[src/rtl/saq_pkg.sv]
// Shared types for the sorted alarm queue: result kinds and cell commands.
package saq_pkg;

  // Result kind codes
  typedef enum logic [1:0] {
    KindAccepted = 2'd0,
    KindFull     = 2'd1,
    KindDue      = 2'd2,
    KindNone     = 2'd3
  } kind_e;

  // Per-cycle command broadcast to every cell of the chain
  typedef struct packed {
    logic ins;  // insert the broadcast key in sorted position
    logic pop;  // drop the head, every cell takes its right neighbor
  } cell_cmd_t;

endpackage

[src/rtl/saq_cell.sv]
// One storage cell of the sorted chain: holds a time and a tag, shifts either way.
module saq_cell #(
  parameter int TIME_BITS = 32,
  parameter int TAG_BITS  = 16
) (
  input  logic                  clk_i,
  input  saq_pkg::cell_cmd_t    cmd_i,
  input  logic [TIME_BITS-1:0]  key_time_i,
  input  logic [TAG_BITS-1:0]   key_tag_i,
  input  logic                  occ_i,
  input  logic                  left_occ_i,
  input  logic                  left_gt_i,
  input  logic [TIME_BITS-1:0]  left_time_i,
  input  logic [TAG_BITS-1:0]   left_tag_i,
  input  logic [TIME_BITS-1:0]  right_time_i,
  input  logic [TAG_BITS-1:0]   right_tag_i,
  output logic [TIME_BITS-1:0]  time_o,
  output logic [TAG_BITS-1:0]   tag_o,
  output logic                  gt_o
);

  logic [TIME_BITS-1:0] time_q, time_d;
  logic [TAG_BITS-1:0]  tag_q, tag_d;
  logic                 shift_in, take_key;

  // Own time is strictly later than the broadcast key
  assign gt_o = time_q > key_time_i;

  // Insert: left neighbor moves right if it is later than the key; the new
  // entry lands in the first cell that is empty or later, behind all ties.
  assign shift_in = left_occ_i && left_gt_i;
  assign take_key = (!occ_i || gt_o) && !shift_in;

  always_comb begin
    time_d = time_q;
    tag_d  = tag_q;
    if (cmd_i.ins) begin
      if (shift_in) begin
        time_d = left_time_i;
        tag_d  = left_tag_i;
      end else if (take_key) begin
        time_d = key_time_i;
        tag_d  = key_tag_i;
      end
    end else if (cmd_i.pop) begin
      time_d = right_time_i;
      tag_d  = right_tag_i;
    end
  end

  always_ff @(posedge clk_i) begin
    time_q <= time_d;
    tag_q  <= tag_d;
  end

  assign time_o = time_q;
  assign tag_o  = tag_q;

endmodule

[config.mk]
export PLATFORM = sky130hd
export DESIGN_NAME = saq_cell
export DESIGN_NICKNAME = d
export VERILOG_FILES = /design/src/rtl/saq_pkg.sv /design/src/rtl/saq_cell.sv
export SDC_FILE = /design/constraint.sdc
export NUM_CORES = 1
export LEC_CHECK = 0
export BUFFER_PORTS_ARGS = -buffer_cell sky130_fd_sc_hd__buf_2
export CAP_MARGIN = 25
export CORE_MARGIN = 4
export CORE_UTILIZATION = 44
export DETAILED_ROUTE_END_ITERATION = 6
export PLACE_DENSITY = 0.82
export RECOVER_POWER = 25
export SKIP_CTS_REPAIR_TIMING = 1
export SYNTH_ARGS = -nofsm -noshare
export SYNTH_HDL_FRONTEND = slang
export SYNTH_SLANG_ARGS = --single-unit
[constraint.sdc]
create_clock -name clk_i -period 6.95 [get_ports clk_i]
set_clock_uncertainty 0.05 [all_clocks]
set_input_delay 1.7375 -clock clk_i [delete_from_list [all_inputs] [get_ports clk_i]]
set_output_delay 1.7375 -clock clk_i [all_outputs]
set_load 0.01 [all_outputs]
==> results of run 1 <==
==> cell usage after synthesis (all sizes together), types with 6 or more instances <==
master,instances,share of area
nand4,8,0.015
a21oi,61,0.095
edfxtp,48,0.44
mux2i,48,0.15
buf,6,0.011
nand3,6,0.0092
nor2,49,0.057
nand2,6,0.0069
ha,32,0.12
clkbuf,10,0.015
inv,32,0.037
==> layer usage <==
metal	routed length, um	global-route usage
met1	3523	0.2205
met2	4592	0.3572
met3	820	0.05609
met4	218	0.06739
met5	0	0
==> where the power goes <==
group / internal, uW / leakage [uW] / total, uW / switching [uW]
logic: 96.4 / 0.00175 / 216 / 119
clock network: 70.3 / 0.0000479 / 165 / 94.8
registers: 358 / 0.000473 / 372 / 14.3
total: 525 / 0.00227 / 753 / 228
==> path summary, 6_finish.rpt <==
check | to | start | cells after the start
min reg2reg | time_o[31] | time_o[16] | 5
max | gt_o | key_time_i[7] | 9
min | time_o[31] | time_o[16] | 5
max reg2reg | time_o[0] | time_o[30] | 6
==> worst max-delay path, stage by stage <==
cell and delay, ps:
buf_2 90, inv_1 40, ha_1 310, a21oi_1 150, o21ai_1 100, a221o_1 330, o31ai_1 500, a21boi_1 140
buf_2 170
==> through the flow <==
step	area (um2)	worst slack, ps	hold WS (ps)	total power [uW]
finish	4364	1600	1331	753.3
global route	4364	1466	1420	802.5
CTS	4409	1613	1349	765.4
detailed placement	4322	1612	1332	600.2
global placement	4322	1644	1300	590.1
floorplan	3253	1373	1811	498.4
==> flip-flops by register name (all words and copies together) (netlist names) <==
register,count
time_o,32
tag_o,16
==> layout make-up <==
class	count	area (um2)
multi-input combinational	229	1623
sequential	48	1441
timing repair buffer	201	968.4
tap	99	123.9
clock inverter	3	18.77
clock buffer	5	68.82
fill	661	2850
inverter	32	120.1
==> logic make-up (layout without fill, tap and decap cells) <==
logic type	count (synthesis)	after routing
buf+inv	48	241
simple gates	75	75
fa+ha+maj	32	32
flops	48	48
mux	48	48
compound gates	74	74
==> run_results.csv, run 1 <==
group,metric,value,unit
yosys,syn_avg_cell_area,10.01,um2
floorplan,die_y,93.99,um
finish,fin_cells,617,
yosys,synth_edf_count,48,
placed_design,gp_congestion,0.7850,
power_and_ir_drop,vdd_ir_drop_max,0.00009498,V
timing,setup_viol,0,
yosys,ys_seq_area_frac,0.4431,
grt,grt.total_usage,0.1975,
yosys,synth_xor_area_frac,0,
job,drv_cap,0,
yosys,synth-simple-area-share,0.09885,
floorplan,initial_core_util,0.4509,
yosys,synth_mux_area_frac,0.1477,
floorplan,pin_count,199,
critical_path,r2r_setup_slack,3690,ps
outcome,run_status,"complete, no violations",
critical_path,cp.required,5160,ps
yosys,async_reset_ff_frac,0,
grt,grt_pass1_wl,13.85,mm
timing,fin_tns_setup,0,ps
routing,wire_per_inst,14.84,um
routing,viasPerCell,5.107,
yosys,synth_compound_area_frac,0.1250,
timing,rsz0062_at_grt,"no",
routing,postRouteAntennaNets,0,
critical_path,crit_type,"primary input to output port",
routing,drc_errors,0,
finish,layout_common_cells,"buf_2 (162), a21oi_1 (59), nor2_1 (49)",
yosys,synthAdderAreaFrac,0.1231,
yosys,synthesis.instances,325,
yosys,yosysWarnings,0,
placed_design,dp_cells,609,
grt,grt_max_degree,97,
clock_tree,root_buffer,"clkbuf_8",
finish,fin_util,0.6049,
critical_path,cp_max_fo,3,
clock_tree,clock-sinks,48,
timing,period_minus_slack,5350,ps
floorplan,dieArea,0.008833,mm2
clock_tree,clk_path_buf_depth,2,
yosys,netlist_area,0.003253,mm2
placed_design,numPortBuffers,198,
routing,dr_total_vias,3151,
clock_tree,cts_tree,"done",
yosys,syn_nets,507,
critical_path,arrival,3560,ps
critical_path,cp-start-kind,"primary input",
routing,drt_iter0_markers,87,
clock_tree,clkLatencyLatePin,300,ps
finish,antennaDiodeCount,0,
timing,fmax,186.9,MHz
clock_tree,htreeDepth,2,
finish,final_common_cell,"buf_2",
power_and_ir_drop,p_leak,0.002272,uW
grt,first_global_vias,3103,
critical_path,endpoint_kind,"output port",
timing,post-route-period-util,0.7698,
timing,finalHoldViolations,0,
floorplan,die_w,93.99,um
floorplan,rows,31,
placed_design,dp_hpwl,7.359,mm
yosys,synthFlopType,"edfxtp_1",
grt,grt_overflow_total,0,
grt,antenna_found_initial,0,
timing,maxSlewHeadroom,0.3899,
finish,synthToLayoutAreaGrowth,34.15,%
finish,nets,699,
clock_tree,cts_buffers,5,
timing,worst_pin_slew,913.2,ps
finish,drive_gt1_frac,0.3398,
yosys,ys_ff_latch,48,
routing,dr.pass1.iters,4,
yosys,synth_top_family_by_area,"multiplexers",
clock_tree,clk_pin_slew,90,ps
min_path,hold_path.class,"register to register",
yosys,ys_types,27,
routing,wl,9.154,mm
floorplan,core-area,0.007214,mm2
power_and_ir_drop,p_per_area,172.6,mW/mm2
timing,drv_slew,0,
(Power assumes the default switching activity.)
==> run 2: changes to the inputs <==
==> constraint.sdc (replaced) <==
create_clock -name clk_i -period 5.5 [get_ports clk_i]
set_clock_uncertainty 0.05 [all_clocks]
set_input_delay 1.375 -clock clk_i [delete_from_list [all_inputs] [get_ports clk_i]]
set_output_delay 1.375 -clock clk_i [all_outputs]
set_load 0.01 [all_outputs]
==> run 2 against run 1 <==
Setup slack lost 700 ps. Via count shrank 1.4%. Critical path depth is the same. Largest cell class unchanged. Largest power group unchanged.
==> run_results.csv, run 2 (same netlist as run 1, synthesis figures left out) <==
group,metric,value,unit
critical_path,reg2reg_depth,6,
clock_tree,clkLatencyLatePin,300,ps
timing,setup_viol,0,
finish,layout_common_cells,"buf_2 (162), a21oi_1 (59), nor2_1 (49)",
grt,antenna_found_initial,0,
critical_path,endpoint_kind,"output port",
routing,postRouteAntennaNets,0,
min_path,holdPathEnd,"time_o[20]",
critical_path,r2r_setup_slack,2470,ps
timing,rsz0062_at_grt,"no",
outcome,run_status,"complete, no violations",
grt,grt.total_usage,0.1997,
power_and_ir_drop,p_per_area,219.4,mW/mm2
timing,worst_pin_slew,848.2,ps
critical_path,arrival,3170,ps
critical_path,crit_type,"primary input to output port",
routing,drt_iter0_markers,61,
finish,seqCellArea,0.001441,mm2
critical_path,r2r_start,"time_o[30]",
floorplan,dieArea,0.008833,mm2
power_and_ir_drop,p_leak,0.002262,uW
critical_path,cp_max_fo,3,
clock_tree,clk_path_buf_depth,2,
floorplan,initial_core_util,0.4509,
grt,grt_pass1_wl,13.87,mm
min_path,hold_path.class,"register to register",
floorplan,rows,31,
grt,use_met1,0.2222,
clock_tree,cts_tree,"done",
finish,final_common_cell,"buf_2",
routing,drc_errors,0,
timing,drv_slew,0,
routing,dr.pass1.iters,4,
critical_path,r2r_end,"tag_o[6]",
floorplan,die_y,93.99,um
min_path,min-delay-start,"time_o[16]",
timing,period_minus_slack,4598,ps
critical_path,cp-start-kind,"primary input",
timing,finalHoldViolations,0,
job,drv_cap,0,
grt,first_global_vias,3025,
grt,grtUsageMet2,0.3749,
grt,grt_max_degree,93,
routing,viasPerCell,5.036,
finish,largest_register_ffs,32,
timing,post-route-period-util,0.8359,
placed_design,placed_area,0.004322,mm2
floorplan,core-area,0.007214,mm2
routing,wire_per_inst,15.30,um
finish,fin_util,0.6049,
finish,nets,699,
clock_tree,clk_pin_slew,100,ps
placed_design,gp_congestion,0.8016,
critical_path,cp.required,4070,ps
clock_tree,cts_buffers,5,
min_path,worstHoldPathCells,5,
placed_design,numPortBuffers,198,
power_and_ir_drop,fin_total_pwr,957.4,uW
floorplan,pin_count,199,
routing,wl,9.442,mm
finish,synthToLayoutAreaGrowth,34.15,%
finish,finalInstanceArea,0.004364,mm2
floorplan,die_w,93.99,um
clock_tree,root_buffer,"clkbuf_8",
finish,fillers,660,
finish,multiInputGateArea,0.001623,mm2
grt,use_met3,0.04808,
timing,fmax,217.5,MHz
timing,fin_tns_setup,0,ps
grt,grt_overflow_total,0,
placed_design,dp_hpwl,7.594,mm
finish,drive_gt1_frac,0.3378,
clock_tree,clock-sinks,48,
finish,antennaDiodeCount,0,
power_and_ir_drop,vdd_ir_drop_max,0.0001130,V
routing,dr_total_vias,3107,
clock_tree,htreeDepth,2,
timing,maxSlewHeadroom,0.4345,
grt,busiest_layer,"met2",
==> run 2: worst max-delay path, stage by stage <==
cell      delay (ps)
buf_2             90
inv_1             40
ha_1             330
a21oi_2          150
nand2_1           60
a221o_1          340
o31ai_1          490
a21boi_1         130
buf_2            170
==> run 2: final cells by class <==
| cell class | count | area share |
|---|---|---|
| well taps | 99 | 0.02838 |
| clock inverters | 3 | 0.004300 |
| clock buffers | 5 | 0.01577 |
| repair buffers | 201 | 0.2219 |
| multi-input cells | 229 | 0.3718 |
| inverters | 32 | 0.02752 |
| flip-flops and latches | 48 | 0.3303 |
==> run 2: worst max path at each step <==
stage	from	endpoint	slack, ps	depth (start not counted)
floorplan	key_time_i[1]	tag_o[0]	290	7
global placement	key_time_i[7]	gt_o	920	9
detailed placement	key_time_i[7]	gt_o	890	9
CTS	key_time_i[7]	gt_o	890	9
global route	key_time_i[7]	gt_o	780	9
finish	key_time_i[14]	gt_o	900	9
==> run 2: power breakdown <==
part / internal (uW) / switching [uW] / leakage, uW
Sequential: 452 / 18.1 / 0.000473
Clock: 88.1 / 125 / 0.0000378
Combinational: 122 / 152 / 0.00175
==> run 2: stage by stage <==
step | setup slack (ps) | cells | hold WS (ps)
after floorplan | 285.6 | 325 | 1551
after global placement | 920.3 | 609 | 1165
after detailed placement | 893.2 | 609 | 1167
after CTS | 891.8 | 617 | 1184
after global routing | 778.6 | 617 | 1223
final | 902.4 | 617 | 1187
==> run 2: per-layer routing <==
layer,wire [um],up-vias,share of wire
li1,-,1562,-
met1,3655,1403,0.39
met2,4906,129,0.52
met3,743,13,0.079
met4,137,0,0.015
met5,0,-,0
